`src/rtl/core/dual_encoder_pid_position_controller_assert.svh`:
```
// Assertion macros shared by the controller RTL.
`ifndef DUAL_ENCODER_PID_POSITION_CONTROLLER_ASSERT_SVH
`define DUAL_ENCODER_PID_POSITION_CONTROLLER_ASSERT_SVH

// Condition that must hold at every clock edge out of reset.
`define DEPC_ASSERT(label, clk, rst_n, expr, msg) \
    label: assert property (@(posedge clk) disable iff (!rst_n) (expr)) else $error(msg);

// Same-cycle implication.
`define DEPC_IMPLIES(label, clk, rst_n, ante, cons, msg) \
    label: assert property (@(posedge clk) disable iff (!rst_n) (ante) |-> (cons)) \
        else $error(msg);

// Next-cycle implication.
`define DEPC_NEXT(label, clk, rst_n, ante, cons, msg) \
    label: assert property (@(posedge clk) disable iff (!rst_n) (ante) |=> (cons)) \
        else $error(msg);

`endif

```
`src/rtl/core/depc_pkg.sv`:
```
// Shared types, constants and register codes of the dual encoder PID controller.
package depc_pkg;

    // configuration port
    localparam int CFG_AW = 2;
    localparam int CFG_DW = 16;

    localparam logic [CFG_AW-1:0] REG_GAIN_P         = 2'd0;
    localparam logic [CFG_AW-1:0] REG_GAIN_I_DT      = 2'd1;
    localparam logic [CFG_AW-1:0] REG_GAIN_D_OVER_DT = 2'd2;
    localparam logic [CFG_AW-1:0] REG_TOLERANCE      = 2'd3;

    // operations
    localparam logic [1:0] OP_ENC  = 2'd0;
    localparam logic [1:0] OP_TICK = 2'd1;
    localparam logic [1:0] OP_CLR  = 2'd2;

    // field and datapath widths
    localparam int GAIN_W = 16;
    localparam int TOL_W  = 8;
    localparam int PWR_W  = 8;
    localparam int FRAC_W = 8;
    localparam int POS_W  = 32;
    localparam int ERR_W  = POS_W + 1;
    localparam int DIF_W  = ERR_W + 1;
    localparam int SUM_W  = 48;
    localparam int SGN_W  = GAIN_W + 1;        // gain as a signed operand
    localparam int PE_W   = SGN_W + ERR_W;
    localparam int DD_W   = SGN_W + DIF_W;
    localparam int IT_W   = SGN_W + SUM_W;
    localparam int CTL_W  = IT_W + 1;

    localparam logic [GAIN_W-1:0] RST_GAIN_P         = 16'd256;
    localparam logic [GAIN_W-1:0] RST_GAIN_I_DT      = 16'd8;
    localparam logic [GAIN_W-1:0] RST_GAIN_D_OVER_DT = 16'd2560;
    localparam logic [TOL_W-1:0]  RST_TOLERANCE      = 8'd5;

    typedef logic signed [POS_W-1:0] t_pos;
    typedef logic signed [ERR_W-1:0] t_err;
    typedef logic signed [DIF_W-1:0] t_dif;
    typedef logic signed [SUM_W-1:0] t_sum;
    typedef logic signed [SUM_W:0]   t_sum_x;
    typedef logic signed [SGN_W-1:0] t_gain_s;
    typedef logic signed [PE_W-1:0]  t_pe;
    typedef logic signed [DD_W-1:0]  t_dd;
    typedef logic signed [IT_W-1:0]  t_it;
    typedef logic signed [CTL_W-1:0] t_ctl;

    typedef struct packed {
        logic [GAIN_W-1:0] gain_p;
        logic [GAIN_W-1:0] gain_i_dt;
        logic [GAIN_W-1:0] gain_d_over_dt;
        logic [TOL_W-1:0]  tolerance;
    } t_cfg;

    // one classified word between front and back
    typedef struct packed {
        logic pid;      // tick that runs the PID step
        logic at;       // tick with both channels arrived
        t_err e_one;
        t_err e_two;
        t_pos pos_one;
        t_pos pos_two;
    } t_qent;

    typedef struct packed {
        logic not_full;
        logic not_empty;
    } t_q_stat;

    // queue between front and back
    localparam int Q_DEPTH = 4;
    localparam int Q_AW    = $clog2(Q_DEPTH);
    localparam int Q_CW    = $clog2(Q_DEPTH + 1);
    localparam logic [Q_AW-1:0] Q_LAST     = Q_AW'(Q_DEPTH - 1);
    localparam logic [Q_CW-1:0] Q_CNT_FULL = Q_CW'(Q_DEPTH);

endpackage

```
`src/rtl/core/depc_fifo.sv`:
```
// Short word queue between front and back.
`include "dual_encoder_pid_position_controller_assert.svh"

module depc_fifo (
    input  logic              i_clk,
    input  logic              i_rst_n,
    input  logic              i_push,
    input  depc_pkg::t_qent   i_wdata,
    input  logic              i_pop,
    output depc_pkg::t_qent   o_rdata,
    output depc_pkg::t_q_stat o_stat
);

    depc_pkg::t_qent             r_mem [depc_pkg::Q_DEPTH];
    logic [depc_pkg::Q_AW-1:0]   r_wp, r_rp;
    logic [depc_pkg::Q_CW-1:0]   r_cnt;

    always_ff @(posedge i_clk) begin
        if (i_push) begin
            r_mem[r_wp] <= i_wdata;
        end
    end

    always_ff @(posedge i_clk) begin
        if (!i_rst_n) begin
            r_wp  <= '0;
            r_rp  <= '0;
            r_cnt <= '0;
        end else begin
            if (i_push) begin
                r_wp <= (r_wp == depc_pkg::Q_LAST) ? '0 : r_wp + 1'b1;
            end
            if (i_pop) begin
                r_rp <= (r_rp == depc_pkg::Q_LAST) ? '0 : r_rp + 1'b1;
            end
            case ({i_push, i_pop})
                2'b10:   r_cnt <= r_cnt + 1'b1;
                2'b01:   r_cnt <= r_cnt - 1'b1;
                default: r_cnt <= r_cnt;
            endcase
        end
    end

    assign o_rdata          = r_mem[r_rp];
    assign o_stat.not_full  = (r_cnt != depc_pkg::Q_CNT_FULL);
    assign o_stat.not_empty = (r_cnt != '0);

    `DEPC_ASSERT(a_cnt_bound, i_clk, i_rst_n, r_cnt <= depc_pkg::Q_CNT_FULL, "queue count beyond depth")
    `DEPC_IMPLIES(a_no_overflow, i_clk, i_rst_n, i_push, r_cnt != depc_pkg::Q_CNT_FULL, "push into full queue")
    `DEPC_IMPLIES(a_no_underflow, i_clk, i_rst_n, i_pop, r_cnt != '0, "pop from empty queue")

endmodule

```
`config.mk`:
```
export PLATFORM = sky130hd
export DESIGN_NAME = depc_fifo
export DESIGN_NICKNAME = d
export VERILOG_FILES = /design/src/rtl/core/depc_pkg.sv /design/src/rtl/core/depc_fifo.sv
export VERILOG_INCLUDE_DIRS = /design/src /design/src/rtl/core
export SDC_FILE = /design/constraint.sdc
export NUM_CORES = 1
export LEC_CHECK = 0
export BUFFER_PORTS_ARGS = -buffer_cell sky130_fd_sc_hd__buf_2
export CORE_MARGIN = 2
export CORE_UTILIZATION = 51
export CTS_BUF_LIST = sky130_fd_sc_hd__clkbuf_16
export CTS_CLUSTER_DIAMETER = 120
export CTS_CLUSTER_SIZE = 40
export DETAILED_ROUTE_END_ITERATION = 7
export HOLD_SLACK_MARGIN = 0.02
export PLACE_DENSITY_LB_ADDON = 0.08
export SLEW_MARGIN = 20
export SYNTH_ARGS = -nofsm -noshare
export SYNTH_HDL_FRONTEND = slang
export SYNTH_SLANG_ARGS = --single-unit
```
`constraint.sdc`:
```
create_clock -name i_clk -period 3.73 [get_ports i_clk]
set_input_delay 0.1865 -clock i_clk [delete_from_list [all_inputs] [get_ports i_clk]]
set_output_delay 0.1865 -clock i_clk [all_outputs]
set_load 0.01 [all_outputs]
```
==> results.ini <==
[run_status]
status = complete, no violations

[pwr]
combPwrFrac_pct = 11.1
clockPowerShare_pct = 23.5
sw_frac_of_total_pct = 21.7
switching_power_mw = 2.30
p_total_mw = 10.6
vdd_ir_drop_max_mv = 0.397
p_int_mw = 8.31
power_density_nw_per_um2 = 454
power_frac_seq_pct = 65.4
p_leak_nw = 7.77

[setup_path]
startpoint_type = register
crit_family = flip-flops
r2r_cells = 4
r2r_end = r_mem[0][60]
end_kind = primary output
path_depth = 3
crit_required_ns = 3.54
crit_type = register to primary output
slowest_delay_ns = 0.92
endpoint = o_rdata[113]
crit_fanout = 37
cp_cell_sequence = buf_4 -> mux4_2 -> buf_2
r2r-start = r_wp[0]
critPathArrivalTime_ns = 2.60
cpMaxStageDelayCell = dfxtp_4
r2r_slack_ns = 1.72
critPathBufInv = 2

[timing]
slew_violations = 0
setup_violations = 0
fin_ws_ns = 0.943
fmax_ghz = 0.359
period_share_pct = 74.7
max_slew_margin_pct = 38.9
worst_slew_pin_slew_ns = 0.916
fin_hold_ws_ns = 0.388
fin_setup_tns_ns = 0
rsz0062_at_grt = false
period_needed_ns = 2.79
finClkSkew_ns = 0.0159
finalHoldViolCount = 0

[synthesis]
synth_ff_type = edfxtp_1
avgSynthCellArea_um2 = 26.5
synth_top_family_by_area = multiplexers
async_reset_ff_share_pct = 0
muxShareOfSynthArea_pct = 15.3
synth_nets = 880
synth_edf_count = 528
synth-simple-area-share_pct = 0.507
yosysUniqueCellTypes = 22
synth_area_um2 = 19500
synth_compound_area_share_pct = 0.154
ys_seq_area_share_pct = 82.2
synthAdderAreaFrac_pct = 0.488
synth_cells = 737
yosys.area_share.xor_xnor_pct = 0.0898
synth-seq-cells = 537
ys_warn_count = 0

[global_route]
grt_pass1_vias = 9619
grt_max_degree = 85
grt-ovfl-total = 0
grt.total_usage_pct = 18.7
grt_pass1_wl_um = 55800
grt_antenna_before_repair = 2

[routing]
num_vias = 8998
drtIter0Drc = 666
wl_per_cell_um = 22.3
ant_nets = 0
drt_first_pass_iters = 4
vias_per_cell = 5.40
drc = 0
routed_wl_um = 37200

[placed_design]
dp.cells = 1506
hpwl_um = 22000
dp_slack_ns = 1.44
io_buffers = 269
gp_congestion = 0.708

[flow_run]
max-cap-violations = 0

[floorplanning]
ioPinCount = 270
core_um2 = 37700
fp.dieH_um = 200
die_x_um = 200
dieArea_um2 = 39800
rows = 71
start_util_pct = 51.8

[cells_and_area]
drive_gt1_share_pct = 38.6
area_growth_pct = 19.9
fin_nets = 1293
finalNonFillerCells = 1667
fillCellCount = 2686

[clock_network]
numCtsBuffers = 17
path_clk_slew_ns = 0.13
cts_resized = 0
cts_sinks = 537
clk_latency_ns = 0.54
htreeDepth = 1
root_buffer = clkbuf_16
clk_path_buf_depth = 3
cts_setup_buffers = 0
cts_tree = built

[min_path]
hold_depth = 2
hp-class = primary input to register

## cell usage after synthesis, drive strengths merged (2+ instances only)
library cell / instances / share of area (%)
edfxtp: 528 / 81
o21ai: 2 / 0.051
nor3b: 2 / 0.077
clkbuf: 5 / 0.096
mux4: 132 / 15
inv: 6 / 0.12
or3: 2 / 0.064
dfxtp: 9 / 0.92
mux2i: 2 / 0.10
buf: 25 / 0.96
and2: 6 / 0.19
nor2b: 4 / 0.13
ha: 6 / 0.39
## power by group through the flow
stage	clock network (mW)	logic (mW)	registers [mW]
2_1_floorplan	0	0.620	7.06
3_3_place_gp	0	1.07	7.08
3_5_place_dp	0	1.08	7.09
4_1_cts	2.59	1.20	6.95
5_1_grt	2.77	1.28	6.97
6_report	2.49	1.18	6.94
## routing by layer
layer  routed length (um)  vias to the layer above  GRT usage [%]
met2                18400                      216           31.2
met1                15900                     4788           25.9
met3                 2150                       28           3.98
li1                     -                     3966              -
met5                    0                        -              0
met4                  666                        0           3.70
## layout by cell type (no fill, tap or decap)
cell / synthesis / routed
nand3_1: 1 / 1
mux4_2: 132 / 132
dfxtp_1: 9 / 7
ha_1: 6 / 6
xnor2_1: 1 / 1
nor3b_1: 2 / 2
xor2_1: 1 / 1
buf_4: 0 / 10
o21ai_0: 2 / 2
o21a_1: 1 / 1
inv_1: 6 / 10
a21oi_1: 1 / 1
clkbuf_16: 0 / 17
fa_1: 1 / 1
buf_2: 15 / 269
inv_16: 0 / 1
dfxtp_4: 0 / 2
dlygate4sd3_1: 0 / 136
clkinvlp_4: 0 / 1
and2_4: 0 / 4
mux2i_1: 2 / 2
buf_12: 0 / 9
nand2_1: 1 / 1
a21boi_0: 1 / 1
nor2b_1: 4 / 4
edfxtp_1: 528 / 528
or3_1: 2 / 2
and2_1: 6 / 2
diode_2: 0 / 2
## worst min path at each step
stage	startpoint	to	slack (ns)
after global placement	i_wdata[90]	r_mem[3][90]	0.40
after CTS	i_wdata[7]	r_mem[2][7]	0.35
after detailed placement	i_wdata[7]	r_mem[2][7]	0.40
after floorplan	i_wdata[0]	r_mem[0][0]	0.29
after global routing	i_wdata[37]	r_mem[3][37]	0.37
final	i_wdata[6]	r_mem[2][6]	0.39
## sequential cells by signal, indices dropped and copies added, names as in the netlist, named ones only
signal and cells:
r_mem 528, r_cnt 3, r_rp 2, r_wp 2
## stage by stage
step           instance area, um2  utilization (%)
5_1_grt                     23400             62.1
3_5_place_dp                21600             57.2
2_1_floorplan               19500                -
3_3_place_gp                21600             57.2
4_1_cts                     23400             62.1
6_report                    23400             62.1
## final cells by class
cell class	instances	area (um2)	area share, %
Antenna cell	2	5.00	0.0214
Clock buffer	17	425	1.82
Clock inverter	6	42.5	0.182
Inverter	6	22.5	0.0963
Multi-Input combinational cell	164	3240	13.9
Sequential cell	537	16000	68.6
Tap cell	511	639	2.73
Timing Repair Buffer	424	2960	12.7
## what timing repair did
action	in CTS	in global routing
hold endpoints to repair	537	0
hold buffers	136	0
endpoints found under the setup margin	0	0
## logic make-up (layout without fill, tap and decap cells)
family,count (synthesis),after routing
XOR/XNOR,2,2
adder cells (fa/ha/maj),7,7
multiplexers,134,134
flip-flops,537,537
other,0,2
buffers and inverters,36,453
AND/OR/NAND/NOR,16,16
AO/OA/AOI/OAI,5,5
(Power assumes the default switching activity.)
