[src/rtl/core/dual_encoder_pid_position_controller_assert.svh]
// Assertion macros shared by the controller RTL.
`ifndef DUAL_ENCODER_PID_POSITION_CONTROLLER_ASSERT_SVH
`define DUAL_ENCODER_PID_POSITION_CONTROLLER_ASSERT_SVH

// Condition that must hold at every clock edge out of reset.
`define DEPC_ASSERT(label, clk, rst_n, expr, msg) \
    label: assert property (@(posedge clk) disable iff (!rst_n) (expr)) else $error(msg);

// Same-cycle implication.
`define DEPC_IMPLIES(label, clk, rst_n, ante, cons, msg) \
    label: assert property (@(posedge clk) disable iff (!rst_n) (ante) |-> (cons)) \
        else $error(msg);

// Next-cycle implication.
`define DEPC_NEXT(label, clk, rst_n, ante, cons, msg) \
    label: assert property (@(posedge clk) disable iff (!rst_n) (ante) |=> (cons)) \
        else $error(msg);

`endif

[src/rtl/core/depc_pkg.sv]
// Shared types, constants and register codes of the dual encoder PID controller.
package depc_pkg;

    // configuration port
    localparam int CFG_AW = 2;
    localparam int CFG_DW = 16;

    localparam logic [CFG_AW-1:0] REG_GAIN_P         = 2'd0;
    localparam logic [CFG_AW-1:0] REG_GAIN_I_DT      = 2'd1;
    localparam logic [CFG_AW-1:0] REG_GAIN_D_OVER_DT = 2'd2;
    localparam logic [CFG_AW-1:0] REG_TOLERANCE      = 2'd3;

    // operations
    localparam logic [1:0] OP_ENC  = 2'd0;
    localparam logic [1:0] OP_TICK = 2'd1;
    localparam logic [1:0] OP_CLR  = 2'd2;

    // field and datapath widths
    localparam int GAIN_W = 16;
    localparam int TOL_W  = 8;
    localparam int PWR_W  = 8;
    localparam int FRAC_W = 8;
    localparam int POS_W  = 32;
    localparam int ERR_W  = POS_W + 1;
    localparam int DIF_W  = ERR_W + 1;
    localparam int SUM_W  = 48;
    localparam int SGN_W  = GAIN_W + 1;        // gain as a signed operand
    localparam int PE_W   = SGN_W + ERR_W;
    localparam int DD_W   = SGN_W + DIF_W;
    localparam int IT_W   = SGN_W + SUM_W;
    localparam int CTL_W  = IT_W + 1;

    localparam logic [GAIN_W-1:0] RST_GAIN_P         = 16'd256;
    localparam logic [GAIN_W-1:0] RST_GAIN_I_DT      = 16'd8;
    localparam logic [GAIN_W-1:0] RST_GAIN_D_OVER_DT = 16'd2560;
    localparam logic [TOL_W-1:0]  RST_TOLERANCE      = 8'd5;

    typedef logic signed [POS_W-1:0] t_pos;
    typedef logic signed [ERR_W-1:0] t_err;
    typedef logic signed [DIF_W-1:0] t_dif;
    typedef logic signed [SUM_W-1:0] t_sum;
    typedef logic signed [SUM_W:0]   t_sum_x;
    typedef logic signed [SGN_W-1:0] t_gain_s;
    typedef logic signed [PE_W-1:0]  t_pe;
    typedef logic signed [DD_W-1:0]  t_dd;
    typedef logic signed [IT_W-1:0]  t_it;
    typedef logic signed [CTL_W-1:0] t_ctl;

    typedef struct packed {
        logic [GAIN_W-1:0] gain_p;
        logic [GAIN_W-1:0] gain_i_dt;
        logic [GAIN_W-1:0] gain_d_over_dt;
        logic [TOL_W-1:0]  tolerance;
    } t_cfg;

    // one classified word between front and back
    typedef struct packed {
        logic pid;      // tick that runs the PID step
        logic at;       // tick with both channels arrived
        t_err e_one;
        t_err e_two;
        t_pos pos_one;
        t_pos pos_two;
    } t_qent;

    typedef struct packed {
        logic not_full;
        logic not_empty;
    } t_q_stat;

    // queue between front and back
    localparam int Q_DEPTH = 4;
    localparam int Q_AW    = $clog2(Q_DEPTH);
    localparam int Q_CW    = $clog2(Q_DEPTH + 1);
    localparam logic [Q_AW-1:0] Q_LAST     = Q_AW'(Q_DEPTH - 1);
    localparam logic [Q_CW-1:0] Q_CNT_FULL = Q_CW'(Q_DEPTH);

endpackage

[src/rtl/core/depc_if.sv]
// Input and result channel interfaces of the dual encoder PID controller.
interface depc_in_if;
    logic              valid;
    logic              ready;
    logic [1:0]        operation;
    logic              channel;
    logic              pin_a;
    logic              pin_b;
    logic signed [31:0] target_one;
    logic signed [31:0] target_two;

    modport source (output valid, operation, channel, pin_a, pin_b, target_one, target_two,
                    input ready);
    modport sink   (input valid, operation, channel, pin_a, pin_b, target_one, target_two,
                    output ready);
endinterface


[src/rtl/core/depc_front.sv]
// Front end: accepts words, keeps encoder counts, classifies ticks.
module depc_front (
    input  logic              i_clk,
    input  logic              i_rst_n,
    depc_in_if.sink           i_in,
    input  depc_pkg::t_cfg    i_cfg,
    input  depc_pkg::t_q_stat i_q_stat,
    output logic              o_push,
    output depc_pkg::t_qent   o_entry
);

    depc_pkg::t_pos r_pos_one, r_pos_two, n_pos_one, n_pos_two;
    depc_pkg::t_err w_e_one, w_e_two;
    logic           w_accept, w_tick, w_arrived;
    depc_pkg::t_pos w_delta;

    function automatic logic near(input depc_pkg::t_err e,
                                  input logic [depc_pkg::TOL_W-1:0] tol);
        logic [depc_pkg::ERR_W-1:0] mag;
        logic [depc_pkg::ERR_W-1:0] lim;
        mag = e[depc_pkg::ERR_W-1] ? (~e + 1'b1) : e;
        lim = {{(depc_pkg::ERR_W - depc_pkg::TOL_W){1'b0}}, tol};
        return mag <= lim;
    endfunction

    assign i_in.ready = i_q_stat.not_full & i_rst_n;
    assign w_accept   = i_in.valid & i_in.ready;

    assign w_e_one   = depc_pkg::t_err'(i_in.target_one) - depc_pkg::t_err'(r_pos_one);
    assign w_e_two   = depc_pkg::t_err'(i_in.target_two) - depc_pkg::t_err'(r_pos_two);
    assign w_arrived = near(w_e_one, i_cfg.tolerance) & near(w_e_two, i_cfg.tolerance);
    assign w_tick    = (i_in.operation == depc_pkg::OP_TICK);
    // equal pins count up, differing pins count down
    assign w_delta   = (i_in.pin_a == i_in.pin_b) ? depc_pkg::t_pos'(1) : '1;

    always_comb begin
        n_pos_one = r_pos_one;
        n_pos_two = r_pos_two;
        case (i_in.operation)
            depc_pkg::OP_ENC: begin
                if (i_in.channel) begin
                    n_pos_two = r_pos_two + w_delta;
                end else begin
                    n_pos_one = r_pos_one + w_delta;
                end
            end
            depc_pkg::OP_CLR: begin
                n_pos_one = '0;
                n_pos_two = '0;
            end
            default: begin
            end
        endcase
    end

    always_ff @(posedge i_clk) begin
        if (!i_rst_n) begin
            r_pos_one <= '0;
            r_pos_two <= '0;
        end else if (w_accept) begin
            r_pos_one <= n_pos_one;
            r_pos_two <= n_pos_two;
        end
    end

    assign o_push          = w_accept;
    assign o_entry.pid     = w_tick & ~w_arrived;
    assign o_entry.at      = w_tick & w_arrived;
    assign o_entry.e_one   = w_e_one;
    assign o_entry.e_two   = w_e_two;
    assign o_entry.pos_one = n_pos_one;
    assign o_entry.pos_two = n_pos_two;

endmodule

[src/flat_wrapper.sv]
// flat-port wrapper written by rule: the top's interface ports become plain ports
module depc_front_flat 
  (i_clk, i_rst_n, i_cfg, i_q_stat, o_push, o_entry, i_in_valid, i_in_operation, i_in_channel, i_in_pin_a, i_in_pin_b, i_in_target_one, i_in_target_two, i_in_ready);
  depc_in_if i_in_i ();
  input  logic i_clk;
  input  logic i_rst_n;
  input  depc_pkg::t_cfg i_cfg;
  input  depc_pkg::t_q_stat i_q_stat;
  output logic o_push;
  output depc_pkg::t_qent o_entry;
  input wire logic [$bits(i_in_i.valid)-1:0] i_in_valid;
  input wire logic [$bits(i_in_i.operation)-1:0] i_in_operation;
  input wire logic [$bits(i_in_i.channel)-1:0] i_in_channel;
  input wire logic [$bits(i_in_i.pin_a)-1:0] i_in_pin_a;
  input wire logic [$bits(i_in_i.pin_b)-1:0] i_in_pin_b;
  input wire logic [$bits(i_in_i.target_one)-1:0] i_in_target_one;
  input wire logic [$bits(i_in_i.target_two)-1:0] i_in_target_two;
  output wire logic [$bits(i_in_i.ready)-1:0] i_in_ready;
  assign i_in_i.valid = i_in_valid;
  assign i_in_i.operation = i_in_operation;
  assign i_in_i.channel = i_in_channel;
  assign i_in_i.pin_a = i_in_pin_a;
  assign i_in_i.pin_b = i_in_pin_b;
  assign i_in_i.target_one = i_in_target_one;
  assign i_in_i.target_two = i_in_target_two;
  assign i_in_ready = i_in_i.ready;
  depc_front u_core (.i_clk(i_clk), .i_rst_n(i_rst_n), .i_in(i_in_i), .i_cfg(i_cfg), .i_q_stat(i_q_stat), .o_push(o_push), .o_entry(o_entry));
endmodule
[config.mk]
export PLATFORM = sky130hd
export DESIGN_NAME = depc_front_flat
export DESIGN_NICKNAME = d
export VERILOG_FILES = /design/src/rtl/core/dual_encoder_pid_position_controller_assert.svh /design/src/rtl/core/depc_pkg.sv /design/src/rtl/core/depc_if.sv /design/src/rtl/core/depc_front.sv /design/src/flat_wrapper.sv
export SDC_FILE = /design/constraint.sdc
export NUM_CORES = 1
export LEC_CHECK = 0
export ABC_CLOCK_PERIOD_IN_PS = 20700
export BUFFER_PORTS_ARGS = -buffer_cell sky130_fd_sc_hd__buf_2
export CORE_MARGIN = 3
export CORE_UTILIZATION = 51
export CTS_CLUSTER_SIZE = 16
export DETAILED_ROUTE_END_ITERATION = 12
export PLACE_DENSITY = 0.77
export SLEW_MARGIN = 25
export SYNTH_ARGS = -nofsm -noshare
export SYNTH_HDL_FRONTEND = slang
export SYNTH_SLANG_ARGS = --single-unit
[constraint.sdc]
create_clock -name i_clk -period 20.7 [get_ports i_clk]
set_clock_uncertainty 0.15 [all_clocks]
set_input_delay 6.21 -clock i_clk [delete_from_list [all_inputs] [get_ports i_clk]]
set_output_delay 6.21 -clock i_clk [all_outputs]
set_load 0.02 [all_outputs]
==> impl_metrics.tcl, run 1 <==
set metrics [dict create \
    gp_routability_congestion 0.957 \
    pwr-share-comb 0.558 \
    p_int_mw 0.347 \
    synthAdderAreaFrac 0.149 \
    cts_tree "done" \
    dieWidth_um 162 \
    setup.worst_path.start_class "primary input" \
    dp_slack_ns 1.70 \
    grt_pass1_wl_mm 66.7 \
    synth_nets 2114 \
    cts_max_level 3 \
    area_growth_pct 12.7 \
    grt_max_degree 56 \
    postCtsSetupBuffers 0 \
    first_pass_iters 5 \
    outcome "finished clean" \
    synthXorXnorAreaFrac 0.0757 \
    cts_root_buf "clkbuf_16" \
    row_count 56 \
    hpwl_mm 33.4 \
    io_pins 264 \
    cts.sinks 64 \
    yosys.area.top_type_share 0.143 \
    ys_types 99 \
    final_cell_mix "nand2_1 (262), buf_2 (213), ha_1 (142)" \
    clkPwrFrac 0.241 \
    route.detailed.drc 0 \
    clock_path_buffers 2 \
    drt_iter0_markers 1294 \
    syn_area_sq_mm 0.0125 \
    fp.dieH_um 162 \
    n_fill_cell 2294 \
    grt_pass1_vias 13000 \
    vias_per_cell 6.17 \
    fin_ws_ns 1.51 \
    total_leakage_power_nw 6.43 \
    setup_violations 0 \
    place.port_buffers 214 \
    setup_tns_ns 0 \
    design_area_sq_mm 0.0140 \
    min_period_over_period 0.927 \
    overflow 0 \
    irDropWorstVdd_mv 0.0400 \
    crit_fanout 21 \
    cp_data_arrival_time_ns 12.83 \
    maxCapViolCount 0 \
    drive_gt1_frac 0.145 \
    rsz0062_at_grt "no" \
    place_area_sq_mm 0.0137 \
    vias 14400 \
    synth_ff_type "dfxtp_1" \
    max_slew.worst_pin.slew_ns 1.11 \
    fp.coreArea_sq_mm 0.0238 \
    p_switching_mw 0.292 \
    final_common_cell "nand2_1" \
    worstPathRequired_ns 14.34 \
    max_freq_ghz 0.0521 \
    path_clk_slew_ns 0.06 \
    synth-seq-cells 64 \
    syn_inst 1838 \
    antenna_found_initial 8 \
    period_needed_ns 19.19 \
    nets 2275 \
    seq_power_share 0.201 \
    hold_viol_final 0 \
    antenna_left 0 \
    power_mw 0.639 \
    cts_made_buffers 9 \
    critPathKind "in -> out" \
    grt_usage 0.305 \
    synth_top_family_by_area "compound AO/OA/AOI/OAI gates" \
    yosys.area_share.simple 0.282 \
    maxSlewHeadroom 0.247 \
    post_cts_resized 0 \
    ys_warn_count 0 \
    min_path_type "reg -> reg" \
    r2r_slack_ns 16.19 \
    wl_per_cell_um 18.1 \
    yosysSeqAreaShare 0.103 \
    slew_violations 0 \
    clock_latency_ns 0.34 \
    syn_avg_cell_area_sq_um 6.78 \
    postCtsHoldBufs 0 \
    synth_area_leaders "ha_1 (14%), dfxtp_1 (10%), nand2_1 (7.9%), a21oi_1 (5.3%), o21ai_0 (4.6%)" \
    dieArea_sq_mm 0.0264 \
    power_density_mw_per_mm2 45.5 \
    initial_core_util 0.525 \
    synth.area.mux_share 0.0106 \
    synth_area_leader_cell "ha_1" \
    synth_compound_area_frac 0.314 \
    ys_async_sr_fraction 0 \
    wl_mm 42.1 \
    synth_edf_count 0 \
    switching_share 0.458 \
    cp-end-kind "output port" \
]
-- critical path, stage by stage --
cell and delay [ns]:
buf_2 0.10, ha_1 0.40, a21o_1 0.23, or3_1 0.35, o211ai_1 0.29, o21ai_1 0.12
a211oi_2 0.41, a21oi_1 0.16, o21ba_2 0.37, inv_1 0.53, o21ai_0 0.21, ha_1 0.32
nor2b_1 0.13, o21a_1 0.16, o21a_1 0.16, o211ai_1 0.15, a21oi_1 0.09, a211o_1 0.23
a221oi_1 0.30, nand3_1 0.11, a211o_1 0.27, nor4_1 0.37, nand4_1 0.21, nor4_2 0.51
and4_1 0.24, buf_2 0.19
-- cell families (layout without fill, tap and decap cells) --
kind of cell | after synthesis | count (layout)
AND/OR/NAND/NOR | 719 | 719
AO/OA/AOI/OAI | 577 | 577
buffers and inverters | 213 | 378
adder cells (fa/ha/maj) | 146 | 146
XOR/XNOR | 106 | 106
flip-flops | 64 | 64
multiplexers | 13 | 13
other | 0 | 6
-- worst paths after layout --
kind / end / startpoint / cells past startpoint
worst max-delay path: o_entry[130] / i_in_target_one[7] / 26
worst min-delay path: u_core.r_pos_one[27] / u_core.r_pos_one[27] / 2
worst max register to register: u_core.r_pos_two[31] / u_core.r_pos_two[1] / 14
worst min register to register: u_core.r_pos_one[27] / u_core.r_pos_one[27] / 2
-- metal layers --
metal	global-route usage	part of all wire	vias up
li1	-	-	7020
met1	0.450	0.45	6651
met2	0.460	0.43	630
met5	0	0.00038	-
met4	0.0934	0.026	4
met3	0.0392	0.091	68
-- cells in the mapped netlist, drive strengths merged, types with 39 or more instances --
library cell	n
clkbuf	63
a21oi	135
o21ai	121
nand3	80
inv	138
a21o	52
nor3	39
xor2	51
dfxtp	64
ha	142
nand2	262
nor2	125
xnor2	55
-- cell type report --
type	count	area, sq um	area share
multi-input combinational	1561	10400	0.740
clock buffer	11	243	0.0173
sequential	64	1280	0.0912
tap	319	399	0.0284
timing repair buffer	224	1150	0.0818
clock inverter	4	45.0	0.00321
antenna	6	15.0	0.00107
inverter	139	522	0.0371
-- state kept, by name, indices dropped and copies added, names as in the netlist --
signal            count
u_core.r_pos_two     32
u_core.r_pos_one     32
-- per-stage QoR --
step | instances | utilization | hold WS [ns]
2_1_floorplan | 1838 | - | 0.313
3_3_place_gp | 2307 | 0.578 | 0.325
3_5_place_dp | 2307 | 0.578 | 0.336
4_1_cts | 2322 | 0.591 | 0.345
5_1_grt | 2328 | 0.591 | 0.368
6_report | 2328 | 0.591 | 0.345
-- power groups by stage --
stage,registers [mW],logic [mW],clock network (mW)
CTS,0.128,0.350,0.155
global placement,0.131,0.342,0
finish,0.128,0.357,0.154
floorplan,0.130,0.253,0
detailed placement,0.131,0.348,0
global route,0.128,0.390,0.161
No activity file was read; power rests on OpenSTA's default activity.
==> run 2, diff against run 1 <==
==> constraint.sdc (replaced) <==
create_clock -name i_clk -period 20.7 [get_ports i_clk]
set_clock_uncertainty 0.15 [all_clocks]
set_input_delay 4.14 -clock i_clk [delete_from_list [all_inputs] [get_ports i_clk]]
set_output_delay 4.14 -clock i_clk [all_outputs]
set_load 0.02 [all_outputs]
==> impl_metrics.tcl, run 2 (same netlist as run 1, synthesis figures left out) <==
set metrics [dict create \
    outcome "finished clean" \
    cts_made_buffers 9 \
    pwr-share-comb 0.573 \
    nets 2274 \
    cp-end-kind "output port" \
    seq_area_sq_mm 0.00128 \
    vias 14300 \
    first_pass_iters 5 \
    max_freq_ghz 0.0667 \
    final_cell_mix "nand2_1 (262), buf_2 (213), ha_1 (142)" \
    path_clk_slew_ns 0.05 \
    multi_input_area_sq_mm 0.0104 \
    min_path_type "reg -> reg" \
    setup_violations 0 \
    switching_share 0.468 \
    slowest_delay_ns 0.52 \
    drive_gt1_frac 0.145 \
    place.port_buffers 214 \
    crit_fanout 21 \
    dieArea_sq_mm 0.0264 \
    clock_path_buffers 2 \
    post_cts_resized 0 \
    crit_buf_inv 3 \
    irDropWorstVdd_mv 0.0307 \
    worstPathRequired_ns 16.41 \
    hold_end "u_core.r_pos_one[5]" \
    antenna_left 0 \
    critPathTopFamily "compound AO/OA/AOI/OAI gates" \
    antenna_found_initial 7 \
    period_needed_ns 14.99 \
    postCtsHoldBufs 0 \
    total_leakage_power_nw 6.41 \
    clock_latency_ns 0.34 \
    maxCapViolCount 0 \
    gp_routability_congestion 0.959 \
    vias_per_cell 6.14 \
    r2r-end "u_core.r_pos_two[26]" \
    grt_usage 0.302 \
    min_period_over_period 0.724 \
    r2r-start "u_core.r_pos_two[1]" \
    top_regs "u_core.r_pos_one (32), u_core.r_pos_two (32)" \
    cts_max_level 3 \
    holdWs_ns 0.347 \
    p_int_mw 0.331 \
    route.detailed.drc 0 \
    slew_violations 0 \
    grt_pass1_wl_mm 66.2 \
    row_count 56 \
    postCtsSetupBuffers 0 \
    reg2regPathDepth 15 \
    setup_tns_ns 0 \
    final_common_cell "nand2_1" \
    initial_core_util 0.525 \
    cts.sinks 64 \
    fp.dieH_um 162 \
    drt_iter0_markers 1474 \
    rsz0062_at_grt "no" \
    hpwl_mm 33.1 \
    dieWidth_um 162 \
    seq_power_share 0.206 \
    worstHoldStart "u_core.r_pos_one[5]" \
    worst_path_max_delay_cell "inv_1" \
    n_fill_cell 2293 \
    setup.worst_path.start_class "primary input" \
    area_growth_pct 12.5 \
    wl_per_cell_um 18.0 \
    p_switching_mw 0.292 \
    fp.coreArea_sq_mm 0.0238 \
    critPathKind "in -> out" \
    min_path_cells 2 \
    cp_data_arrival_time_ns 10.70 \
    maxSlewHeadroom 0.380 \
    io_pins 264 \
    cts_tree "done" \
    wl_mm 42.0 \
    grt_max_degree 63 \
    clkPwrFrac 0.221 \
    r2r_slack_ns 16.25 \
    hold_viol_final 0 \
    power_density_mw_per_mm2 44.4 \
    overflow 0 \
    max_slew.worst_pin.slew_ns 0.929 \
    grt_pass1_vias 12800 \
    cts_root_buf "clkbuf_16" \
]
## run 2: metal layers
metal | up-vias | global-route usage | part of all wire
met4 | 4 | 0.0810 | 0.027
met5 | - | 0 | 0.00038
li1 | 7010 | - | -
met2 | 635 | 0.459 | 0.42
met1 | 6571 | 0.447 | 0.46
met3 | 65 | 0.0420 | 0.089
## run 2: worst min-delay path, delay by kind of cell (launching register included)
family	cells	cell delay, ns
AND/OR/NAND/NOR	2	0.12
flip-flops	1	0.33
## run 2: worst max path at each step
stage,slack [ns],depth (start not counted),start,end
after floorplan,6.17,14,i_in_pin_b,o_entry[31]
after global placement,5.90,26,i_in_target_one[7],o_entry[130]
after detailed placement,5.86,26,i_in_target_one[7],o_entry[130]
after CTS,5.82,26,i_in_target_one[7],o_entry[130]
after global routing,5.49,26,i_in_target_one[7],o_entry[130]
final,5.71,26,i_in_target_one[7],o_entry[130]
## run 2: power by group through the flow
stage | Sequential, mW | Clock [mW] | Combinational (mW)
4_1_cts | 0.128 | 0.140 | 0.349
5_1_grt | 0.128 | 0.145 | 0.389
3_3_place_gp | 0.131 | 0 | 0.341
6_report | 0.128 | 0.137 | 0.357
2_1_floorplan | 0.130 | 0 | 0.253
3_5_place_dp | 0.131 | 0 | 0.348
## run 2: layout make-up
class                      instances  share of cell area
multi-input combinational       1561               0.742
sequential                        64              0.0914
timing repair buffer             223              0.0814
inverter                         139              0.0372
tap                              319              0.0285
clock buffer                      11              0.0166
clock inverter                     4             0.00161
antenna                            5            0.000893
## run 2: per-stage QoR
stage | instances | util | power (mW) | instance area [sq um] | setup slack (ns)
3_5_place_dp | 2306 | 0.578 | 0.478 | 13700 | 5.86
6_report | 2326 | 0.590 | 0.622 | 14000 | 5.71
3_3_place_gp | 2306 | 0.578 | 0.472 | 13700 | 5.90
5_1_grt | 2326 | 0.590 | 0.662 | 14000 | 5.49
4_1_cts | 2321 | 0.589 | 0.617 | 14000 | 5.82
2_1_floorplan | 1838 | - | 0.383 | 12500 | 6.17
==> run 3, diff against run 2 <==
ABC_AREA = 1   (was unset)
ABC_CLOCK_PERIOD_IN_PS = 12200   (was 20700)
PLACE_DENSITY = 0.79   (was 0.77)
clock period = 12.2 ns   (was 20.7 ns; I/O delays follow)
==> impl_metrics.tcl, run 3 <==
set metrics [dict create \
    outcome "finished clean" \
    cpMostUsedCell "nand2_1" \
    postCtsHoldBufs 0 \
    place.port_buffers 214 \
    first_pass_iters 6 \
    stdcell_count 3360 \
    power_mw 1.28 \
    wl_mm 53.9 \
    syn_inst 2784 \
    nets 3252 \
    period_needed_ns 10.09 \
    syn_area_sq_mm 0.0146 \
    row_count 61 \
    dieArea_sq_mm 0.0307 \
    cp_data_arrival_time_ns 7.50 \
    synth_area_leaders "nand2_1 (24%), ha_1 (12%), inv_1 (12%), dfxtp_1 (8.8%), o21ai_0 (6.6%)" \
    dp_cells 3343 \
    overflow 0 \
    cts_tree "done" \
    min_path_type "reg -> reg" \
    setup_tns_ns 0 \
    design_area_sq_mm 0.0163 \
    synth.top_cells.by_count "nand2_1 (935), inv_1 (450), nor2_1 (248), o21ai_0 (193), nand3_1 (189)" \
    ys_types 54 \
    pwr-share-comb 0.613 \
    grt_usage 0.335 \
    hold_viol_final 0 \
    yosysMostFrequentCell "nand2_1" \
    yosysSeqAreaShare 0.0876 \
    synth_edf_count 0 \
    cts_root_buf "clkbuf_16" \
    fp.coreArea_sq_mm 0.0280 \
    n_fill_cell 3024 \
    top_regs "u_core.r_pos_one (32), u_core.r_pos_two (32)" \
    path_clk_slew_ns 0.06 \
    cp-end-kind "output port" \
    antenna_found_initial 1 \
    grt_pass1_vias 16500 \
    p_int_mw 0.618 \
    max_freq_ghz 0.0991 \
    worstPathRequired_ns 9.61 \
    fin_util 0.584 \
    maxCapViolCount 0 \
    worst_path_max_delay_cell "fa_1" \
    grt_pass1_wl_mm 84.2 \
    initial_core_util 0.522 \
    dieWidth_um 175 \
    io_pins 264 \
    p_switching_mw 0.659 \
    critPathKind "in -> out" \
    irDropWorstVdd_mv 0.0644 \
    clock_latency_ns 0.35 \
    slowest_delay_ns 0.39 \
    antenna_left 0 \
    vias 18700 \
    drt_iter0_markers 1787 \
    syn_avg_cell_area_sq_um 5.25 \
    synth_nets 3060 \
    area_growth_pct 11.8 \
    clock_path_buffers 2 \
    rsz0062_at_grt "no" \
    switching_share 0.516 \
    synth_ff_type "dfxtp_1" \
    ys_warn_count 0 \
    ys_async_sr_fraction 0 \
    max_slew.worst_pin.slew_ns 0.956 \
    cts.sinks 64 \
    maxSlewHeadroom 0.362 \
    synth-seq-cells 64 \
    fin_ws_ns 2.11 \
    wl_per_cell_um 16.1 \
    hpwl_mm 44.8 \
    cts_made_buffers 9 \
    seq_area_sq_mm 0.00128 \
    power_density_mw_per_mm2 78.1 \
    fp.dieH_um 175 \
    route.detailed.drc 0 \
    final_common_cell "nand2_1" \
    crit_fanout 44 \
    multi_input_area_sq_mm 0.0114 \
    place_area_sq_mm 0.0160 \
    drive_gt1_frac 0.113 \
    post_cts_resized 0 \
    min_period_over_period 0.827 \
    setup_violations 0 \
    total_leakage_power_nw 9.15 \
    yosys.area.top_type_share 0.240 \
    gp_routability_congestion 0.985 \
    dp_slack_ns 2.19 \
    seq_power_share 0.172 \
    postCtsSetupBuffers 0 \
    clkPwrFrac 0.215 \
    grt_max_degree 65 \
    holdWs_ns 0.330 \
    setup.worst_path.start_class "primary input" \
    cts_max_level 3 \
    slew_violations 0 \
    final_cell_mix "nand2_1 (935), inv_1 (449), nor2_1 (248)" \
    vias_per_cell 5.56 \
    synth_area_leader_cell "nand2_1" \
]
==> run 3: cell families (layout without fill, tap and decap cells) <==
| family | Yosys count | in the layout | synth area share |
|---|---|---|---|
| AND/OR/NAND/NOR | 1554 | 1554 | 0.452 |
| buffers and inverters | 510 | 707 | 0.134 |
| AO/OA/AOI/OAI | 472 | 472 | 0.176 |
| adder cells (fa/ha/maj) | 146 | 146 | 0.127 |
| flip-flops | 64 | 64 | 0.0876 |
| XOR/XNOR | 38 | 38 | 0.0233 |
| other | 0 | 1 | 0 |
==> run 3: routing by layer <==
layer  wire length (um)  up-vias  share of wire  global-route usage
met5                  0        -              0                   0
met4               1250        0          0.023              0.0768
met3               4290       73          0.080              0.0342
met2              23900      791           0.44               0.554
met1              24500     8445           0.45               0.470
li1                   -     9383              -                   -
==> run 3: worst paths after layout <==
| path | from | endpoint | slack (ns) | cells after the start |
|---|---|---|---|---|
| worst max-delay path | i_in_target_two[0] | o_entry[131] | 2.11 | 38 |
| worst min-delay path | u_core.r_pos_one[25] | u_core.r_pos_one[25] | 0.33 | 2 |
| worst max register to register | u_core.r_pos_two[1] | u_core.r_pos_two[30] | 8.43 | 16 |
| worst min register to register | u_core.r_pos_one[25] | u_core.r_pos_one[25] | 0.33 | 2 |
==> run 3: area by class of cell <==
type,instances,area share
Clock buffer,10,0.0146
Multi-Input combinational cell,2210,0.697
Clock inverter,6,0.00406
Sequential cell,64,0.0784
Antenna cell,1,0.000153
Inverter,467,0.107
Tap cell,378,0.0289
Timing Repair Buffer,224,0.0701
==> run 3: power by group through the flow <==
stage	combinational (mW)	clock, mW	sequential, mW
finish	0.782	0.275	0.220
global route	0.869	0.287	0.220
CTS	0.769	0.277	0.219
detailed placement	0.765	0	0.224
global placement	0.752	0	0.224
floorplan	0.555	0	0.222
==> run 3: critical path: cells and delay by family <==
family,cells,cell delay [ns]
adders and majority gates,3,0.87
xor gates and xnor gates,1,0.19
and+or+nand+nor,21,2.27
buffers and inverters,8,1.17
AOI/OAI and AO/OA,5,0.53
